===== config.mk =====
export PLATFORM = sky130hd
export DESIGN_NAME = vfc_probe
export DESIGN_NICKNAME = d
export VERILOG_FILES = /design/src/hdl/voxel_face_culling_core_macros.svh /design/src/hdl/vfc_pkg.sv /design/src/hdl/vfc_probe.sv
export SDC_FILE = /design/constraint.sdc
export NUM_CORES = 1
export LEC_CHECK = 0
export ABC_AREA = 1
export BUFFER_PORTS_ARGS = -buffer_cell sky130_fd_sc_hd__buf_4
export CORE_UTILIZATION = 25
export DETAILED_ROUTE_END_ITERATION = 7
export SLEW_MARGIN = 20
export SYNTH_ARGS = -nofsm -noshare
export SYNTH_HDL_FRONTEND = slang
export SYNTH_SLANG_ARGS = --single-unit

===== constraint.sdc =====
create_clock -name vclk -period 3.4
set_input_delay 0.68 -clock vclk [all_inputs]
set_output_delay 0.68 -clock vclk [all_outputs]
set_load 0.05 [all_outputs]

===== src/hdl/voxel_face_culling_core_macros.svh =====
// ---------------------------------------------------------------------------
// Voxel face culling core - assertion macros
// Shared assertion forms for the face culling core; clk and rst_n are
// taken from the scope that uses them.
// ---------------------------------------------------------------------------
`ifndef VOXEL_FACE_CULLING_CORE_MACROS_SVH
`define VOXEL_FACE_CULLING_CORE_MACROS_SVH

// Same-cycle implication.
`define VFC_ASSERT_NOW(label, ante, cons, msg) \
    label: assert property (@(posedge clk) disable iff (!rst_n) (ante) |-> (cons)) \
        else $error(msg);

// Next-cycle implication.
`define VFC_ASSERT_NEXT(label, ante, cons, msg) \
    label: assert property (@(posedge clk) disable iff (!rst_n) (ante) |=> (cons)) \
        else $error(msg);

`endif


===== src/hdl/vfc_pkg.sv =====
// ---------------------------------------------------------------------------
// Voxel face culling package
// Field types, probe codes and the face count helper.
// ---------------------------------------------------------------------------
package vfc_pkg;

    typedef logic [3:0] coord_t;       // voxel coordinate as carried on the bus
    typedef logic [6:0] coord_ext_t;   // coordinate with room for +1 / wrap of -1
    typedef logic [5:0] face_mask_t;
    typedef logic [2:0] face_count_t;
    typedef logic [2:0] probe_sel_t;

    localparam int FACE_TOTAL  = 6;
    localparam int S_TDATA_W   = 32;
    localparam int M_TDATA_W   = 24;

    // command codes (tuser)
    localparam logic CMD_WRITE = 1'b0;
    localparam logic CMD_QUERY = 1'b1;

    // probe order; face probes map to mask bits 0..5 in this order
    localparam probe_sel_t PROBE_SELF = 3'd0;
    localparam probe_sel_t PROBE_Y_DN = 3'd1;
    localparam probe_sel_t PROBE_Y_UP = 3'd2;
    localparam probe_sel_t PROBE_Z_DN = 3'd3;
    localparam probe_sel_t PROBE_Z_UP = 3'd4;
    localparam probe_sel_t PROBE_X_UP = 3'd5;
    localparam probe_sel_t PROBE_X_DN = 3'd6;

    function automatic face_count_t face_popcount(input face_mask_t mask);
        face_count_t cnt;
        cnt = '0;
        for (int i = 0; i < FACE_TOTAL; i++)
        begin
            cnt = cnt + face_count_t'(mask[i]);
        end
        return cnt;
    endfunction

endpackage


===== src/hdl/vfc_probe.sv =====
// ---------------------------------------------------------------------------
// Voxel face culling - probe address generator
// Offsets the base voxel toward the selected face, checks the chunk bounds
// and forms the linear occupancy address (x * E + y) * E + z.
// ---------------------------------------------------------------------------
module vfc_probe #(
    parameter int CHUNK_EDGE = 16,
    parameter int AW         = 12
) (
    input  vfc_pkg::coord_t     x,
    input  vfc_pkg::coord_t     y,
    input  vfc_pkg::coord_t     z,
    input  vfc_pkg::probe_sel_t sel,
    output logic                in_chunk,
    output logic [AW-1:0]       addr
);

    localparam vfc_pkg::coord_ext_t EDGE_EXT = vfc_pkg::coord_ext_t'(CHUNK_EDGE);
    localparam logic [31:0] STRIDE_X = 32'(CHUNK_EDGE * CHUNK_EDGE);
    localparam logic [31:0] STRIDE_Y = 32'(CHUNK_EDGE);

    vfc_pkg::coord_ext_t px;
    vfc_pkg::coord_ext_t py;
    vfc_pkg::coord_ext_t pz;
    logic [31:0]         lin;

    always_comb
    begin
        px = vfc_pkg::coord_ext_t'(x);
        py = vfc_pkg::coord_ext_t'(y);
        pz = vfc_pkg::coord_ext_t'(z);
        // minus one at zero wraps to all ones, which lies outside the chunk
        unique case (sel)
            vfc_pkg::PROBE_SELF: ;
            vfc_pkg::PROBE_Y_DN: py = py - 7'd1;
            vfc_pkg::PROBE_Y_UP: py = py + 7'd1;
            vfc_pkg::PROBE_Z_DN: pz = pz - 7'd1;
            vfc_pkg::PROBE_Z_UP: pz = pz + 7'd1;
            vfc_pkg::PROBE_X_UP: px = px + 7'd1;
            vfc_pkg::PROBE_X_DN: px = px - 7'd1;
            default: ;
        endcase
    end

    assign in_chunk = (px < EDGE_EXT) && (py < EDGE_EXT) && (pz < EDGE_EXT);
    assign lin      = 32'(px) * STRIDE_X + 32'(py) * STRIDE_Y + 32'(pz);
    assign addr     = in_chunk ? lin[AW-1:0] : '0;

endmodule


==> metrics.txt <==
pin count of the biggest net entering global routing 9; DIE HEIGHT ~64 um; Worst Setup Path Type in2out; GP Congestion ~0.8; synth warn 0; synth top area cells nand2_1, ha_1, nand3_1; peak supply drop slightly below 0.08 mV; status finished, final reports clean; Final Slew Violations 0; register area share after synthesis 0%; Pre-antenna DRT Iters 4; Comb pwr share 100.0%; Power, Total between 0.2 and 0.25 mW; IO Count 28; Pwr Density 165 mW/mm2; hold path endpoint addr[0]; DR iter-0 viols slightly below 50; final WL 2.60 mm; CP Capture Type output port; Mean Syn Cell Area about 5 um2; leakage power roughly 0.75 nW; Area growth, synth to finish 38.3%; Max Cap Viol 0; Hold Buf Count CTS 0; fin nets about 250; vias in the first global route ~1100; crit path DAT approximately 2600 ps; Synth Cell Area just under 0.001 mm2; hpwl dp 2.16 mm; NetSw roughly 0.15 mW; via count roughly 1300; routed len/inst about 9.5 um; Synth Instances 191; internal power about 0.075 mW; Core Area ~0.0037 mm2; Tot GR Track Use about an eighth; Yosys cell types 24; Worst Setup Start Kind input port; top cell type's share of synthesized area a little under a fifth; DIE WIDTH 64.1 um; initial cell density of the core a little over a quarter; Slew @ Worst Pin about 300 ps; RSZ-0062 raised after global routing true; seq_cells 0; share of cells above drive strength 1 27.2%; area leader, netlist nand2_1; Hold Crit Depth 4; final-report hold violation count 0; worst hold slack between 1500 and 2000 ps; syn nets approximately 220; register share of total power 0%; Period Utilization, post-route between 90% and 100%; most common cell in the synthesized netlist nand2_1; # setup viols final 0; top cells by count, synth nand2_1, inv_1, nor2_1; FMAX just over 300 MHz; antenna fix cells 0; Worst Path Max Fanout 5; worst setup margin around 120 ps; setup TNS 0 ps; DP Worst Slack -27.0 ps; Sw Share between 60% and 70%; standard-cell rows 22; post-route minimum period approximately 3300 ps; hold crit path type in2out; Hold Startpoint z[0]; Vias/cell roughly 4.6; DIE AREA just over 0.004 mm2; IO Port Bufs 28; clk_buf instances 0; first-pass GRT wire length 4.23 mm; Filler cells roughly 420; Final ANT Viol Nets 0; grt total ovfl 0; relative slew slack between 70% and 80%; antenna violations before repair 0; Crit path required time ~2700 ps; register area 0 um2; DRC viols 0; Clk pwr share 0%
[through the flow]
step	area [um2]	instances	util (%)
2_1_floorplan	965	191	-
3_3_place_gp	1260	270	34.1
3_5_place_dp	1260	270	34.1
4_1_cts	1260	270	34.2
5_1_grt	1330	272	36.2
6_report	1330	272	36.2
[final cells by class]
type / instances / area [um2] / share of cell area [%]
Tap cell: 48 / 60.1 / 4.50
Multi-Input combinational cell: 153 / 876 / 65.7
Timing Repair Buffer: 33 / 255 / 19.1
Inverter: 38 / 143 / 10.7
[how the worst max path moves through the flow]
stage	from	to	slack, ps	cells after the start
after floorplan	y[0]	addr[10]	40	11
after global placement	y[0]	addr[10]	-40	13
after detailed placement	y[0]	addr[10]	-30	13
after CTS	y[0]	addr[10]	100	13
after global routing	x[0]	addr[11]	-20	15
final	y[0]	addr[9]	120	12
[logic make-up (layout without fill, tap and decap cells)]
family                     Yosys count  after routing  synth area share, %
buffers and inverters               38             71                 14.8
xor gates and xnor gates             2              2                 1.82
AOI/OAI and AO/OA                   21             21                 12.8
adders and majority gates           11             11                 14.3
and+or+nand+nor                    119            119                 56.3
[critical path, stage by stage]
cell and delay (ps):
buf_4 120, inv_1 70, ha_1 210, nand2_1 130, nor3_4 60, a31o_1 210
ha_1 350, nand3_1 130, nand3b_1 210, a21oi_1 180, nor2_1 70, buf_4 190
[placed cells by master, fill, tap and decap left out]
master    netlist  final
nand3b_1        1      1
ha_1           11     10
a21oi_2         0      2
nand2_1        47     45
nor2_2          0      3
or2_2           3      3
ha_4            0      1
o21ai_0         2      2
nor4_1          2      2
inv_2           6      6
nand4_1         2      2
a31oi_1         1      1
nor3_2          1      1
a21oi_1        11      9
nand2_2         3      5
o311ai_0        1      1
o221ai_1        1      1
nor2_1         27     24
nor3_4          0      1
nand3_1        25     23
o21ai_1         1      1
o22ai_1         1      1
buf_6           0      2
inv_1          32     32
xor2_1          2      2
a31o_1          1      1
nor3_1          4      3
a211oi_1        2      2
nand3_2         4      6
buf_4           0     31
[timing repair]
item                                    4_1_cts  5_1_grt
pin swaps                                     0        2
setup buffers                                 0        2
resized for setup                             1       13
endpoints found under the setup margin        2        4
hold endpoints to repair                      0        0
[power groups by stage]
stage               clock, mW  combinational [mW]  sequential (mW)
floorplan                   0               0.143                0
global placement            0               0.210                0
detailed placement          0               0.211                0
CTS                         0               0.212                0
global route                0               0.241                0
finish                      0               0.221                0
[routing by layer]
layer  global-route usage (%)  routed length [um]  vias up
li1                         -                   -      688
met5                        0                   0        -
met2                     23.5                1290       40
met4                     1.39                  26        0
met3                    0.893                 139        4
met1                     14.8                1140      532
No activity file was read; power rests on OpenSTA's default activity.
